==> src/rtl/core/rmq_sqrt_cell.sv <==
// ----------------------------------------------------------------------------
// rmq_sqrt_cell
// one restoring square root step, result digit per cell, registered
// ----------------------------------------------------------------------------
module rmq_sqrt_cell #(
    parameter int RW = 64,
    parameter int SH = 0
) (
    input  logic          aclk,
    input  logic          en,
    input  logic [RW-1:0] rem_in,
    input  logic [RW-1:0] root_in,
    output logic [RW-1:0] rem_out,
    output logic [RW-1:0] root_out
);
    logic [RW-1:0] trial;
    logic [RW-1:0] rem_next;
    logic [RW-1:0] root_next;
    logic [RW-1:0] rem_reg;
    logic [RW-1:0] root_reg;

    always_comb begin
        trial = (root_in << (SH + 1)) | (RW'(1) << (2 * SH));
        if (rem_in >= trial) begin
            rem_next  = rem_in - trial;
            root_next = root_in | (RW'(1) << SH);
        end else begin
            rem_next  = rem_in;
            root_next = root_in;
        end
    end

    always_ff @(posedge aclk) begin
        if (en) begin
            rem_reg  <= rem_next;
            root_reg <= root_next;
        end
    end

    assign rem_out  = rem_reg;
    assign root_out = root_reg;
endmodule

==> config.mk <==
export PLATFORM = sky130hd
export DESIGN_NAME = rmq_sqrt_cell
export DESIGN_NICKNAME = d
export VERILOG_FILES = /design/src/rtl/core/rmq_sqrt_cell.sv
export SDC_FILE = /design/constraint.sdc
export NUM_CORES = 1
export LEC_CHECK = 0
export BUFFER_PORTS_ARGS = -buffer_cell sky130_fd_sc_hd__buf_2
export CAP_MARGIN = 5
export CORE_ASPECT_RATIO = 1.1
export CORE_UTILIZATION = 40
export DETAILED_ROUTE_END_ITERATION = 12
export PLACE_DENSITY = 0.67
export RECOVER_POWER = 100
export SLEW_MARGIN = 40
export SYNTH_ARGS = -nofsm -noshare
export SYNTH_HDL_FRONTEND = slang
export SYNTH_SLANG_ARGS = --single-unit
==> constraint.sdc <==
create_clock -name aclk -period 3.15 [get_ports aclk]
set_input_delay 0.63 -clock aclk [delete_from_list [all_inputs] [get_ports aclk]]
set_output_delay 0.63 -clock aclk [all_outputs]
set_load 0.05 [all_outputs]
Word-level counts from Yosys, hierarchy flattened
Cells that the tools add are included.
{"block": "totals", "register_bits": 128, "input_bits": 130, "out_inout_bits": 128, "elab_cells": 6}
{"block": "classes", "add_sub_neg": 1, "magnitude_cmp": 1, "muxes": 1}
{"operator": "64-bit greater-or-equal comparator", "count": 1}
{"operator": "64-bit two-way mux", "count": 1}
{"operator": "64-bit subtractor", "count": 1}

Depth between registers and ports, before layout
{"block": "depth", "depth_word": 2, "ltp_mapped": 15, "depth_no_buf": 12}

Worst setup path after synthesis
No wires, ideal clock.
{"block": "synth_timing", "kind": "input-to-reg", "from": "in root_in[0]", "to": "reg rem_reg[1] (netlist: rem_out[1]), data pin", "t_arrival_ns": 2.942, "setup_slack_ns": -0.052, "stages": 12, "path_cell_list": "inv_1 > fa_1 > a21oi_1 > o22ai_4 > a2bb2oi_4 > a211oi_2 > o311a_1 > o21ai_4 > nand2_2 > buf_6 > buf_6 > mux2_4"}
{"block": "synth_between", "elab_chain_len": 2, "word_cells_on_any_way": 3, "classes_between": "add/sub (1); order compare (1); mux (1)"}
{"item": "start: declaration", "line_no": "12", "text": "input logic [RW-1:0] root_in,"}
{"item": "64-bit subtractor / 64-bit greater-or-equal comparator (equally long branches)", "line_no": "25, 24"}
{"item": "64-bit two-way mux (*)", "line_no": "24", "text": "if (rem_in >= trial) begin"}
{"item": "via rem_next[1]", "line_no": "17", "text": "logic [RW-1:0] rem_next;"}
{"item": "end signal: assignment", "line_no": "35", "text": "rem_reg <= rem_next;"}
{"item": "end: declaration", "line_no": "19", "text": "logic [RW-1:0] rem_reg;"}
The timed path passes the listed nets; every way through them passes the cells marked *.
A chain may end at the register's enable or synchronous reset.

Final worst setup path
{"block": "layout_timing", "from": "in root_in[4]", "to": "reg rem_reg[14] (netlist: rem_out[14]), data pin"}
The elaborated chain is that of the path after synthesis.

==> results.cfg <==
[grt]
grt_pass1_vias = 8170
grt_max_degree = 57
grt_pass1_wl_um = 41000
antenna_found_initial = 0
track_usage_pct = 23.9
grt_overflow = 0

[layout]
fin_nets = 1523
postLayoutCellArea_mm2 = 0.0121
fillers = 2043
syn_to_final_growth_pct = 37.6
layout-drive-gt1-share_pct = 25.3
antenna_cells = 0

[yosys]
synthDominantCellAreaShare_pct = 43.9
yosysSeqAreaShare_pct = 43.9
ys.flop_type = edfxtp_1
ys_ff_latch = 128
synth_common_cells = edfxtp_1 (128), nand2_1 (119), a21oi_1 (90)
yosys.area.top_type = edfxtp_1
synth_warnings = 0
avgSynthCellArea_um2 = 9.61
syn_nets = 1106
synth.area.top_cells = edfxtp_1 (44%), ha_1 (9.1%), a21oi_1 (5.1%)
synth-edff-count = 128
yosysMostFrequentCell = edfxtp_1
syn_inst = 911
ys_types = 70
syn_area_mm2 = 0.00876
synthArstFlopShare_pct = 0

[detailed_routing]
dr.pass1.iters = 7
drt-total-wl_um = 26300
vias = 8277
routedWlPerCell_um = 16.1
drt-initial-drc-count = 351
postRouteAntennaNets = 0
vias_per_cell = 5.07
drc = 0

[floorplan]
die-area_mm2 = 0.0225
ios = 258
die_y_um = 157
die_w_um = 143
initial_core_util_pct = 41.0
core_mm2 = 0.0214
rows = 56

[sta]
clock.fmax_ghz = 0.324
rsz0062_at_grt = yes
slew_headroom_pct = -40.7
worst-slew-pin-transition_ps = 2110
post-route-period-util_pct = 97.9
finalSetupViolations = 0
period_needed_ps = 3080
drv_slew = 49
timing.final.hold_violations = 0
fin_setup_tns_ps = 0

[clocking]
cts_made_buffers = 17
cts_sinks = 128
path_clk_slew_ps = 60
ctsHoldBuffers = 0
htree_levels = 4
cts-root-buf = clkbuf_16
cts_tree = yes
clk_path_buf_depth = 2

[power_and_ir_drop]
ir_drop_mv = 0.401
leakage_nw = 5.13
pwr_density_cell_mw_per_mm2 = 542

[critical_path]
setup.worst_path.start = root_in[4]
worstPathArrival_ps = 3250
end_kind = flip-flop
critPathMaxFanout = 8
required_ps = 3320
startpoint_type = input pin
path_class = in -> reg
path_cells = clkbuf_1 > inv_1 > ha_1 > nand3_2 > o22ai_4 > a2bb2oi_4 > a211oi_2 > buf_4 > o311a_4 > o21ai_4 > and2_1 > mux2_1
crit_slowest_cell = ha_1
critPathMaxStageDelay_ps = 410
worstSetupEndpoint = rem_out[14]$_DFFE_PP_

[placed_design]
dp_hpwl_um = 21500
place_area_mm2 = 0.0116
port_buffers = 257
place.gp.congestion = 0.880

[outcome]
outcome = finished with violations
failed_checks = max-capacitance violations, max-slew violations

[min_path]
min_path_type = in -> reg

[run]
max_cap_viol_count = 1
## power breakdown
group	total, mW	internal, mW	switching (mW)
registers	2.19	2.13	0.0587
logic	2.40	0.795	1.61
clock network	1.94	1.16	0.783
## flip-flops by register name (all words and copies together), names as in the netlist
register / flops
root_out: 64
rem_out: 64
## repair_timing
action | in CTS | in global routing
setup buffers | 0 | 1
pin swaps | 0 | 8
setup endpoints to repair | 2 | 41
gates resized for setup | 3 | 15
## metal layers
metal | share of wire [%] | track usage, % | vias to the layer above | wire [um]
met4 | 1.8 | 7.22 | 0 | 485
met5 | 0 | 0 | - | 0
li1 | - | - | 4186 | -
met1 | 43 | 29.1 | 3775 | 11200
met2 | 49 | 41.8 | 277 | 13000
met3 | 6.2 | 5.32 | 39 | 1620
## logic make-up (layout without fill, tap and decap cells)
| kind of cell | after synthesis | in the layout | share of synthesized area, % |
|---|---|---|---|
| compound gates | 300 | 300 | 21.6 |
| buf+inv | 108 | 538 | 5.34 |
| simple gates | 251 | 251 | 13.8 |
| flops | 128 | 128 | 43.9 |
| fa+ha+maj | 65 | 65 | 9.37 |
| mux | 2 | 2 | 0.300 |
| xor+xnor | 57 | 57 | 5.70 |
## final cells by class
cell class / count / area (um2) / share of cell area, %
clock buffer: 18 / 429 / 3.56
multi-input combinational: 675 / 4540 / 37.7
sequential: 128 / 3840 / 31.9
inverter: 78 / 293 / 2.43
timing repair buffer: 428 / 2440 / 20.2
clock inverter: 14 / 141 / 1.17
tap: 290 / 363 / 3.01
## worst max-delay path, delay by kind of cell
kind                     cells  cell delay, ps
adder cells (fa/ha/maj)      1             410
buffers and inverters        3             340
AND/OR/NAND/NOR              2             510
multiplexers                 1             360
AO/OA/AOI/OAI                5             990
## worst min path at each step
stage / start / end / slack [ps] / depth (start not counted)
after floorplan: root_in[10] / root_out[10]$_DFFE_PP_ / 730 / 0
after global placement: root_in[63] / root_out[63]$_DFFE_PP_ / 810 / 1
after detailed placement: root_in[63] / root_out[63]$_DFFE_PP_ / 820 / 1
after CTS: root_in[63] / root_out[63]$_DFFE_PP_ / 370 / 1
after global routing: root_in[44] / root_out[44]$_DFFE_PP_ / 370 / 1
final: root_in[63] / root_out[63]$_DFFE_PP_ / 390 / 1
## per-stage QoR
stage | hold slack, ps | util [%] | setup slack, ps | power [mW] | cells
2_1_floorplan | 729 | - | 19.2 | 3.80 | 911
3_3_place_gp | 814 | 54.3 | -493 | 4.64 | 1598
3_5_place_dp | 818 | 54.3 | -535 | 4.66 | 1598
4_1_cts | 372 | 57.1 | 47.9 | 6.61 | 1630
5_1_grt | 366 | 56.4 | -67.3 | 6.85 | 1631
6_report | 385 | 56.4 | 66.5 | 6.53 | 1631
## cell usage in the layout (no fill, tap or decap), types with 23 or more instances in the layout
| master | Yosys | layout |
|---|---|---|
| o21ai_1 | 23 | 24 |
| inv_1 | 77 | 77 |
| nor2_1 | 42 | 42 |
| a21oi_1 | 90 | 88 |
| edfxtp_1 | 128 | 128 |
| o21ai_0 | 83 | 81 |
| ha_1 | 64 | 63 |
| buf_4 | 1 | 162 |
| xnor2_1 | 30 | 30 |
| xor2_1 | 27 | 27 |
| clkbuf_1 | 12 | 160 |
| buf_2 | 10 | 97 |
| a21o_1 | 23 | 23 |
| nand2_1 | 119 | 119 |
(Power assumes the default switching activity.)
