==> src/rtl/core/rmq_div_cell.sv <==
// ----------------------------------------------------------------------------
// rmq_div_cell
// one restoring division step for three lanes sharing one divisor
// ----------------------------------------------------------------------------
module rmq_div_cell #(
    parameter int NW = 64,
    parameter int SH = 0
) (
    input  logic          aclk,
    input  logic          en,
    input  logic [NW-1:0] den_in,
    input  logic [NW-1:0] rem_in  [3],
    input  logic [NW-1:0] quo_in  [3],
    output logic [NW-1:0] den_out,
    output logic [NW-1:0] rem_out [3],
    output logic [NW-1:0] quo_out [3]
);
    logic [NW-1:0] rem_next [3];
    logic [NW-1:0] quo_next [3];
    logic [NW-1:0] rem_reg  [3];
    logic [NW-1:0] quo_reg  [3];
    logic [NW-1:0] den_reg;
    logic [NW-1:0] lim;
    logic          fits;

    always_comb begin
        lim  = '1;
        fits = ((lim >> SH) >= den_in);
        for (int i = 0; i < 3; i++) begin
            if (fits && ((rem_in[i] >> SH) >= den_in)) begin
                rem_next[i] = rem_in[i] - (den_in << SH);
                quo_next[i] = quo_in[i] | (NW'(1) << SH);
            end else begin
                rem_next[i] = rem_in[i];
                quo_next[i] = quo_in[i];
            end
        end
    end

    always_ff @(posedge aclk) begin
        if (en) begin
            den_reg <= den_in;
            for (int i = 0; i < 3; i++) begin
                rem_reg[i] <= rem_next[i];
                quo_reg[i] <= quo_next[i];
            end
        end
    end

    assign den_out = den_reg;
    assign rem_out = rem_reg;
    assign quo_out = quo_reg;
endmodule

==> config.mk <==
export PLATFORM = sky130hd
export DESIGN_NAME = rmq_div_cell
export DESIGN_NICKNAME = d
export VERILOG_FILES = /design/src/rtl/core/rmq_div_cell.sv
export SDC_FILE = /design/constraint.sdc
export NUM_CORES = 1
export LEC_CHECK = 0
export BUFFER_PORTS_ARGS = -buffer_cell sky130_fd_sc_hd__clkbuf_2
export CORE_AREA = 3 3 344 346
export DETAILED_ROUTE_END_ITERATION = 10
export DIE_AREA = 0 0 347 349
export SLEW_MARGIN = 20
export SYNTH_ARGS = -nofsm -noshare
export SYNTH_HDL_FRONTEND = slang
export SYNTH_SLANG_ARGS = --single-unit
==> constraint.sdc <==
create_clock -name aclk -period 3.3 [get_ports aclk]
set_input_delay 0.165 -clock aclk [delete_from_list [all_inputs] [get_ports aclk]]
set_output_delay 0.165 -clock aclk [all_outputs]
set_load 0.005 [all_outputs]
* Yosys cells after proc, flatten, opt, wreduce, memory -nomap -nowiden
Index checks and enable logic that the tools add are counted.
Storage, ports and cells: flip-flop bits (word level) 448, bits of input ports 450
Cells by class: reduce and logical (&&, ||, !) cells 3, $add $sub $neg 3, multiplexer cells 3, magnitude comparators 4
Operators by type and width (count):
- $ge 64x64->1 | 3
- $mux 64 | 3
- $sub 64x64->64 | 3
- $ge 64x64->1 const A | 1
- $logic_and 1x1->1 | 3

* Longest topological paths before layout
Gate-level depths: netlist of run 1.
depth in word-level cells 3, depth in mapped cells 17

* Worst setup path before layout of run 1
OpenSTA, ideal clock, no wires.
kind input to register, from input port rem_in[64] (netlist bit), to register rem_reg, in the netlist rem_out[126], data pin, path buffers 1, stages on the path 15, path slack 0.230 ns, arrival time 2.804 ns, cell sequence inv_1 > ha_1 > fa_1 > nand2b_1 > a21oi_1 > o211ai_1 > a21oi_1 > o211ai_1 > a21oi_1 > o31ai_1 > a221oi_2 > nor2_2 > buf_2 > a2111oi_2 > nor3b_1
RTL lines:
- start, declared | RTL line 12 | input logic [NW-1:0] rem_in [3],
- end signal, assigned by index | RTL line 44 | rem_reg[i] <= rem_next[i];
- end, declared | RTL line 20 | logic [NW-1:0] rem_reg [3];

==> qor.yml, run 1 <==
h-tree-depth: 2
intPower_mw: 13.3
yosys_warnings: 0
overflow: 0
wl_met1_um: 58000
tightest_slew_ns: 0.606
end_kind: "register"
topRoutingLayerUsed: "met5"
critPathKind: "primary input to register"
critPathTopFamily: "compound AO/OA/AOI/OAI gates"
root_buffer: "clkbuf_16"
power_density_nw_per_um2: 441
met2RoutedLength_um: 73500
syn_inst: 2657
status: "finished clean"
grt_max_degree: 85
synth_edf_count: 448
cap_viol_max_count: 0
wire_per_inst_um: 23.9
syn_to_final_growth_pct: 63.8
p_total_mw: 19.7
power_frac_seq_pct: 37.3
drv_slew: 0
port_buffers: 897
cts_tree: "yes"
period_minus_slack_ns: 3.24
crit_buf_inv: 3
dp_hpwl_um: 121000
final_cell_mix: "clkbuf_2 (896), buf_4 (596), dlygate4sd3_1 (449)"
setup_ws_ns: 0.0647
cp-start-kind: "primary input"
met3_length_um: 7160
num_vias: 29000
num_rows: 125
grt_pass1_wl_um: 204000
fillers: 11500
p_leak_nw: 20.5
syn_area_um2: 27300
synth_seq_cells: 448
p_clk_share_pct: 31.1
ant_nets: 0
start_util_pct: 23.6
nets: 5212
cp.arrival_ns: 3.66
grt.total_usage_pct: 23.1
cp_slowest_cell: "dlygate4sd3_1"
maxSlewHeadroom_pct: 59.2
die_h_um: 349
via_per_inst: 4.71
synthArstFlopShare_pct: 0
seq_area_frac_synth_pct: 49.3
grt_pass1_vias: 28900
ir_drop_mv: 0.419
p_comb_share_pct: 31.6
setup_viol: 0
syn_nets: 3302
hold_class: "primary input to register"
crit_fanout: 8
stdcell_area_um2: 44700
grt_antenna_before_repair: 30
clk_pin_slew_ns: 0.06
die_area_um2: 121000
drc: 0
clockBufferDepth: 3
swShare_pct: 32.2
dr.pass1.iters: 5
synth.distinct_cells: 81
fmax_mhz: 309
pre_cts_slack_ns: -0.516
post_dp_cell_area_um2: 38000
layout_commonest_cell: "clkbuf_2"
cp.required_ns: 3.73
avgSynthCellArea_um2: 10.3
die_w_um: 347
wl_um: 147000
period_share_pct: 98.0
place_congestion: 0.964
synthFlopType: "edfxtp_1"
drive_gt1_share_pct: 36.8
io_pins: 898
hold_viol: 0
cts_buffers: 54
drt_iter0_markers: 1911
power_switching_mw: 6.35
max_stage_delay_ns: 0.54
core_area_um2: 116000
crit_chain: "dlygate4sd3_1 > clkbuf_2 > ha_1 > buf_4 > a21o_1 > a21oi_2 > a21oi_1 > a211o_1 > a221o_1 > a31o_2 > a31o_4 > a21boi_2 > mux2i_1 > nor3_1"
cts.sinks: 448
## stage by stage
stage	instances	setup TNS, ns	hold slack (ns)	util [%]
after detailed placement	5579	-62.52	0.344	32.9
after global placement	5579	-55.45	0.343	32.9
after global routing	6148	-0.0308	0.0104	38.6
final	6155	0	0.0379	38.6
after floorplan	2657	0	0.264	-
after CTS	6124	0	-0.190	38.2
## Yosys cell counts (24+ instances only)
master    count  area (um2)
nor3_1       37         185
nand4_1      54         338
nand2_1     299        1120
o21ai_0     203        1020
ha_1        192        2400
a21o_1      147        1100
buf_2        33         165
inv_1       113         424
o21ai_1      35         175
clkbuf_1     71         267
a21oi_1     282        1410
xnor2_1      96         841
nand3_1      33         165
o21bai_1     53         398
a31oi_1      29         181
and3_1       24         150
edfxtp_1    448       13500
nor2_1      164         616
xor2_1       77         674
## sequential cells by signal, indices dropped and copies added (netlist names)
| register | cells |
|---|---|
| quo_out | 192 |
| rem_out | 192 |
| den_out | 64 |
## layout make-up
type	count	area [um2]	area share (%)
sequential	448	13500	30.1
tap	1524	1910	4.27
antenna	23	57.6	0.129
clock buffer	59	1370	3.06
clock inverter	38	394	0.882
timing repair buffer	1962	13900	31.1
multi-input combinational	1988	13200	29.6
inverter	113	424	0.949
## worst paths after layout
path / cells after the start / end / slack, ns / startpoint
worst min-delay path: 4 / rem_out[128] / 0.04 / rem_in[128]
worst max-delay path: 14 / rem_out[121] / 0.06 / rem_in[83]
## routing by layer
metal	vias up	GRT usage, %
li1	13800	-
met2	1007	41.7
met3	269	3.38
met5	-	0
met4	4	10.8
met1	14000	27.0
## cell families (layout without fill, tap and decap cells)
group / count (synthesis) / in the layout / share of synthesized area [%]
compound gates: 880 / 880 / 19.9
simple gates: 724 / 725 / 12.3
flops: 448 / 448 / 49.3
buf+inv: 222 / 2172 / 3.31
fa+ha+maj: 195 / 195 / 9.02
xor+xnor: 173 / 173 / 5.55
mux: 15 / 15 / 0.605
other cells: 0 / 23 / 0
## power groups by stage
stage	sequential, mW	clock (mW)	combinational (mW)
3_5_place_dp	7.46	0	5.63
5_1_grt	7.38	6.51	6.73
4_1_cts	7.35	6.30	6.13
3_3_place_gp	7.46	0	5.63
6_report	7.34	6.12	6.24
2_1_floorplan	7.39	0	2.39
## repair_timing
action                     4_1_cts  5_1_grt
setup buffers                    0        4
hold buffers                   448        1
hold endpoints to repair       470        1
resized for setup                0       64
setup endpoints to repair        0      127
Note: power is estimated with default switching activity, not from simulation.
==> run 2: changes to the inputs <==
==> constraint.sdc (replaced) <==
create_clock -name aclk -period 4 [get_ports aclk]
set_input_delay 0.2 -clock aclk [delete_from_list [all_inputs] [get_ports aclk]]
set_output_delay 0.2 -clock aclk [all_outputs]
set_load 0.005 [all_outputs]
==> qor.yml, run 2 (synthesis gave the netlist of run 1 again) <==
status: "finished clean"
die_area_um2: 121000  # unchanged
start_util_pct: 23.6  # unchanged
num_vias: 27100  # -6.6%
wl_um: 141000  # -3.9%
cap_viol_max_count: 0  # unchanged
rsz0062_at_grt: "false"
tns_ns: 0  # unchanged
die_w_um: 347  # unchanged
grt.total_usage_pct: 22.3  # -0.79 points
power_switching_mw: 5.00  # -21%
grt_pass1_vias: 27300  # -5.7%
p_comb_share_pct: 28.3  # -3.3 points
cts_resized: 0  # unchanged
period_share_pct: 95.9
grt_max_degree: 109  # +28%
cts_tree: "yes"
intPower_mw: 10.5  # -21%
via_per_inst: 4.80  # +1.9%
nets: 4703  # -9.8%
hold_class: "primary input to register"
power_density_nw_per_um2: 383  # -13%
fmax_mhz: 261
p_clk_share_pct: 32.6  # +1.5 points
tightest_slew_ns: 1.05  # +0.442 ns
core_area_um2: 116000  # unchanged
overflow: 0  # unchanged
ant_nets: 0  # unchanged
drc: 0  # unchanged
cts_setup_buffers: 0  # unchanged
critPathKind: "primary input to register"
power_frac_seq_pct: 39.1  # +1.8 points
p_leak_nw: 17.9  # -12%
grt_pass1_wl_um: 196000  # -4.1%
die_h_um: 349  # unchanged
port_buffers: 897  # unchanged
drt_iter0_markers: 1923  # +0.63%
maxSlewHeadroom_pct: 30.1  # -29 points
cp-start-kind: "primary input"
grt_antenna_before_repair: 25  # -17%
cp.required_ns: 4.38  # +0.65 ns
clk_pin_slew_ns: 0.06  # about the same
setup_viol: 0  # unchanged
end_kind: "register"
wire_per_inst_um: 25.0  # +4.8%
ir_drop_mv: 0.311  # -26%
cts.sinks: 448  # unchanged
clockBufferDepth: 3  # unchanged
final_util_pct: 35.0  # -3.6 points
h-tree-depth: 2  # unchanged
hold_viol: 0  # unchanged
cts_buffers: 55  # +1.9%
syn_to_final_growth_pct: 48.3
swShare_pct: 32.2  # about the same
layout_commonest_cell: "clkbuf_2"
root_buffer: "clkbuf_16"
place_congestion: 0.946  # -1.8%
dp_hpwl_um: 116000  # -3.7%
dr.pass1.iters: 8  # +3
crit_fanout: 4  # -4
io_pins: 898  # unchanged
drive_gt1_share_pct: 27.7  # -9.1 points
num_rows: 125  # unchanged
drv_slew: 0  # unchanged
cp.arrival_ns: 4.21  # +0.55 ns
final_cell_mix: "clkbuf_2 (896), edfxtp_1 (448), dlygate4sd3_1 (447)"
period_minus_slack_ns: 3.83
## run 2: cell types whose count changed in the layout (fill, tap and decap cells not counted), sizes merged
cell / previous run / this run
inv: 116 / 120
diode: 23 / 20
clkinvlp: 4 / 8
dlygate4sd3: 449 / 447
clkbuf: 957 / 958
clkinv: 26 / 17
and2: 17 / 16
buf: 615 / 110
## run 2: power by group through the flow
stage	Combinational, mW	Clock [mW]	Sequential (mW)
global placement	4.01	0	6.16
finish	4.40	5.06	6.06
floorplan	1.97	0	6.09
global route	4.77	5.39	6.09
detailed placement	4.00	0	6.16
CTS	4.41	5.22	6.07
## run 2: per-layer routing
metal / vias to the layer above / track usage (%) / routed length [um]
met5: - / 0 / 41
met4: 6 / 9.32 / 6660
met3: 256 / 3.76 / 7420
met2: 1060 / 41.3 / 72700
met1: 13000 / 25.3 / 54400
li1: 12700 / - / -
## run 2: worst max-delay path: stages
cell           delay (ns)
dlygate4sd3_1        0.52
clkbuf_2             0.17
ha_1                 0.26
fa_1                 0.27
nor2b_1              0.06
o21ai_0              0.42
a21o_1               0.23
a21oi_1              0.16
or4b_1               0.63
nand3_1              0.17
a31oi_1              0.17
o21a_1               0.28
o31ai_1              0.40
xor2_1               0.18
a21oi_1              0.08
## run 2: path summary, 6_finish.rpt
check / from / end / depth (start not counted)
min: quo_in[128] / quo_out[128] / 2
max: den_in[0] / rem_out[180] / 15
## run 2: layout make-up
class                   count  area [um2]
clock buffers              62        1400
repair buffers           1453        9940
diodes                     20        50.0
well taps                1524        1910
multi-input cells        1987       12900
fillers                 11700       75200
flip-flops and latches    448       13500
clock inverters            37         365
inverters                 113         424
## run 2: timing repair
item / 4_1_cts / 5_1_grt
hold buffers: 447 / 0
endpoints found under the setup margin: 0 / 3
hold endpoints to repair: 447 / 0
## run 2: per-stage QoR
step	area, um2	cells	setup slack, ns	total power, mW	hold slack (ns)
2_1_floorplan	27300	2657	0.895	8.06	0.299
3_3_place_gp	34200	5078	0.140	10.2	0.377
3_5_place_dp	34200	5078	0.0800	10.2	0.379
4_1_cts	40400	5624	0.221	15.7	0.0230
5_1_grt	40500	5638	0.0371	16.3	0.0475
6_report	40500	5644	0.166	15.5	0.0887
==> run 3: changes to the inputs <==
--- a/config.mk
+++ b/config.mk
@@ -5,10 +5,11 @@
 export SDC_FILE = /design/constraint.sdc
 export NUM_CORES = 1
 export LEC_CHECK = 0
+export ABC_CLOCK_PERIOD_IN_PS = 4000
 export BUFFER_PORTS_ARGS = -buffer_cell sky130_fd_sc_hd__clkbuf_2
-export CORE_AREA = 3 3 344 346
+export CORE_AREA = 3 3 353 355
 export DETAILED_ROUTE_END_ITERATION = 10
-export DIE_AREA = 0 0 347 349
+export DIE_AREA = 0 0 356 358
 export SLEW_MARGIN = 20
 export SYNTH_ARGS = -nofsm -noshare
 export SYNTH_HDL_FRONTEND = slang
==> qor.yml, run 3 (synthesis gave the netlist of run 1 again) <==
tns_ns: 0  # unchanged
crit_chain: "dlygate4sd3_1 > clkbuf_2 > inv_1 > ha_1 > nor2b_1 > o21ai_0 > buf_4 > a21o_1 > a21oi_1 > o31ai_1 > nand3_1 > o21ai_1 > o41ai_4 > buf_4 > buf_12 > nand4b_1 > nor2_1 > or3b_1"
cts_buffers: 55  # unchanged
cp-start-kind: "primary input"
power_density_nw_per_um2: 386  # +0.75%
crit_path_start: "den_in[2]"
post_dp_cell_area_um2: 34300  # +0.42%
drc: 0  # unchanged
tightest_slew_ns: 0.997  # -0.0508 ns
crit_fanout: 24  # +20
io_pins: 898  # unchanged
die_area_um2: 127000  # +5.2%
grt.total_usage_pct: 20.7  # -1.7 points
stdcell_area_um2: 40700  # +0.47%
seqCellArea_um2: 13500  # unchanged
cap_viol_max_count: 0  # unchanged
root_buffer: "clkbuf_16"
power_switching_mw: 4.99  # -0.33%
p_total_mw: 15.7  # +1.2%
grt_pass1_wl_um: 191000  # -2.4%
period_share_pct: 95.3  # -0.58 points
multi_input_area_um2: 13000  # about the same
critPathKind: "primary input to register"
via_per_inst: 4.71  # -1.7%
period_minus_slack_ns: 3.81  # -0.0233 ns
max_stage_delay_ns: 0.56  # -0.07 ns
cp_num_cells: 18  # +3
maxSlewHeadroom_pct: 33.5  # +3.4 points
cp_slowest_cell: "dlygate4sd3_1"
setup_viol: 0  # unchanged
rsz0062_at_grt: "false"
die_w_um: 356  # +2.6%
clockBufferDepth: 3  # unchanged
pre_cts_slack_ns: -0.0676  # -0.148 ns
critPathTopFamily: "compound AO/OA/AOI/OAI gates"
grt_max_degree: 103  # -5.5%
grt_antenna_before_repair: 20  # -20%
p_leak_nw: 18.0  # +0.34%
setup_ws_ns: 0.189  # +0.0233 ns
cp.required_ns: 4.38  # about the same
num_rows: 128  # +2.4%
dp_hpwl_um: 113000  # -2.6%
drt_iter0_markers: 2069  # +7.6%
final_cell_mix: "clkbuf_2 (896), edfxtp_1 (448), dlygate4sd3_1 (442)"
hold_viol: 0  # unchanged
grt_pass1_vias: 27100  # -0.55%
swShare_pct: 31.7  # -0.49 points
syn_to_final_growth_pct: 49.0
min_path_cells: 4  # +2
overflow: 0  # unchanged
drv_slew: 0  # unchanged
wl_um: 139000  # -1.7%
clk_pin_slew_ns: 0.06  # about the same
fmax_mhz: 262  # +0.61%
ant_nets: 0  # unchanged
wire_per_inst_um: 24.2  # -3.4%
drive_gt1_share_pct: 27.9  # +0.16 points
p_comb_share_pct: 28.1  # -0.2 points
fillers: 12400  # +5.6%
endpoint: "rem_out[191]"
core_area_um2: 122000  # +5.2%
cp.arrival_ns: 4.19  # -0.02 ns
p_clk_share_pct: 33.5  # +0.9 points
num_vias: 27100  # -0.074%
nets: 4704  # +0.021%
die_h_um: 358  # +2.6%
h-tree-depth: 2  # unchanged
power_frac_seq_pct: 38.4  # -0.7 points
start_util_pct: 22.4  # -1.2 points
hold_class: "primary input to register"
status: "finished clean"
ir_drop_mv: 0.315  # +1.5%
cts_tree: "yes"
end_kind: "register"
place_congestion: 0.949  # +0.27%
crit_top_cell: "buf_4"
cts.sinks: 448  # unchanged
dr.pass1.iters: 5  # -3
port_buffers: 897  # unchanged
layout_commonest_cell: "clkbuf_2"
intPower_mw: 10.7  # +2.0%
crit_buf_inv: 6  # +4
-- run 3: cell types whose count changed in the layout (fill, tap and decap cells not counted), sizes merged --
cell         previous run  this run
buf                   110       116
diode                  20        14
bufinv                  5         7
dlygate4sd3           447       442
clkinv                 17        18
clkinvlp                8         5
-- run 3: layout make-up --
cell class,count,area share [%]
Sequential cell,448,33.1
Multi-Input combinational cell,1987,31.8
Timing Repair Buffer,1454,24.4
Tap cell,1625,5.00
Clock buffer,62,3.55
Inverter,113,1.04
Clock inverter,37,1.01
Antenna cell,14,0.0861
-- run 3: repair_timing --
| action | CTS | global route |
|---|---|---|
| setup buffers | 0 | 2 |
| setup endpoints to repair | 0 | 45 |
| hold buffers | 442 | 0 |
| endpoints found under the hold margin | 442 | 0 |
| gates resized for setup | 0 | 1 |
-- run 3: worst min path at each step --
stage | slack [ns] | end | start
floorplan | 0.30 | den_out[0] | den_in[0]
global placement | 0.38 | quo_out[86] | quo_in[86]
detailed placement | 0.38 | quo_out[70] | quo_in[70]
CTS | 0.001 | rem_out[43] | rem_in[43]
global route | 0.02 | rem_out[43] | rem_in[43]
finish | 0.06 | rem_out[43] | rem_in[43]
-- run 3: worst min-delay path, stage by stage --
cell	delay (ns)
clkbuf_2	0.11
nand2_1	0.05
o21ai_0	0.08
buf_4	0.14
-- run 3: per-layer routing --
layer,GRT usage (%),vias to the layer above,share of wire (%)
li1,-,12700,-
met1,23.1,13100,39
met2,37.7,1033,51
met3,3.82,272,5.5
met4,9.83,8,5.3
met5,0,-,0.035
-- run 3: metrics by stage --
| stage | utilization (%) | std cells | hold WS, ns |
|---|---|---|---|
| 3_3_place_gp | 28.2 | 5183 | 0.377 |
| 5_1_grt | 33.4 | 5733 | 0.0250 |
| 2_1_floorplan | - | 2657 | 0.299 |
| 6_report | 33.4 | 5740 | 0.0560 |
| 4_1_cts | 33.4 | 5724 | 0.00109 |
| 3_5_place_dp | 28.2 | 5183 | 0.379 |
-- run 3: power by group through the flow --
stage                     Combinational, mW  Sequential [mW]  Clock [mW]
after floorplan                        1.97             6.09           0
after global placement                 4.02             6.12           0
after detailed placement               4.01             6.12           0
after CTS                              4.42             6.03        5.43
after global routing                   4.78             6.06        5.58
final                                  4.42             6.03        5.26
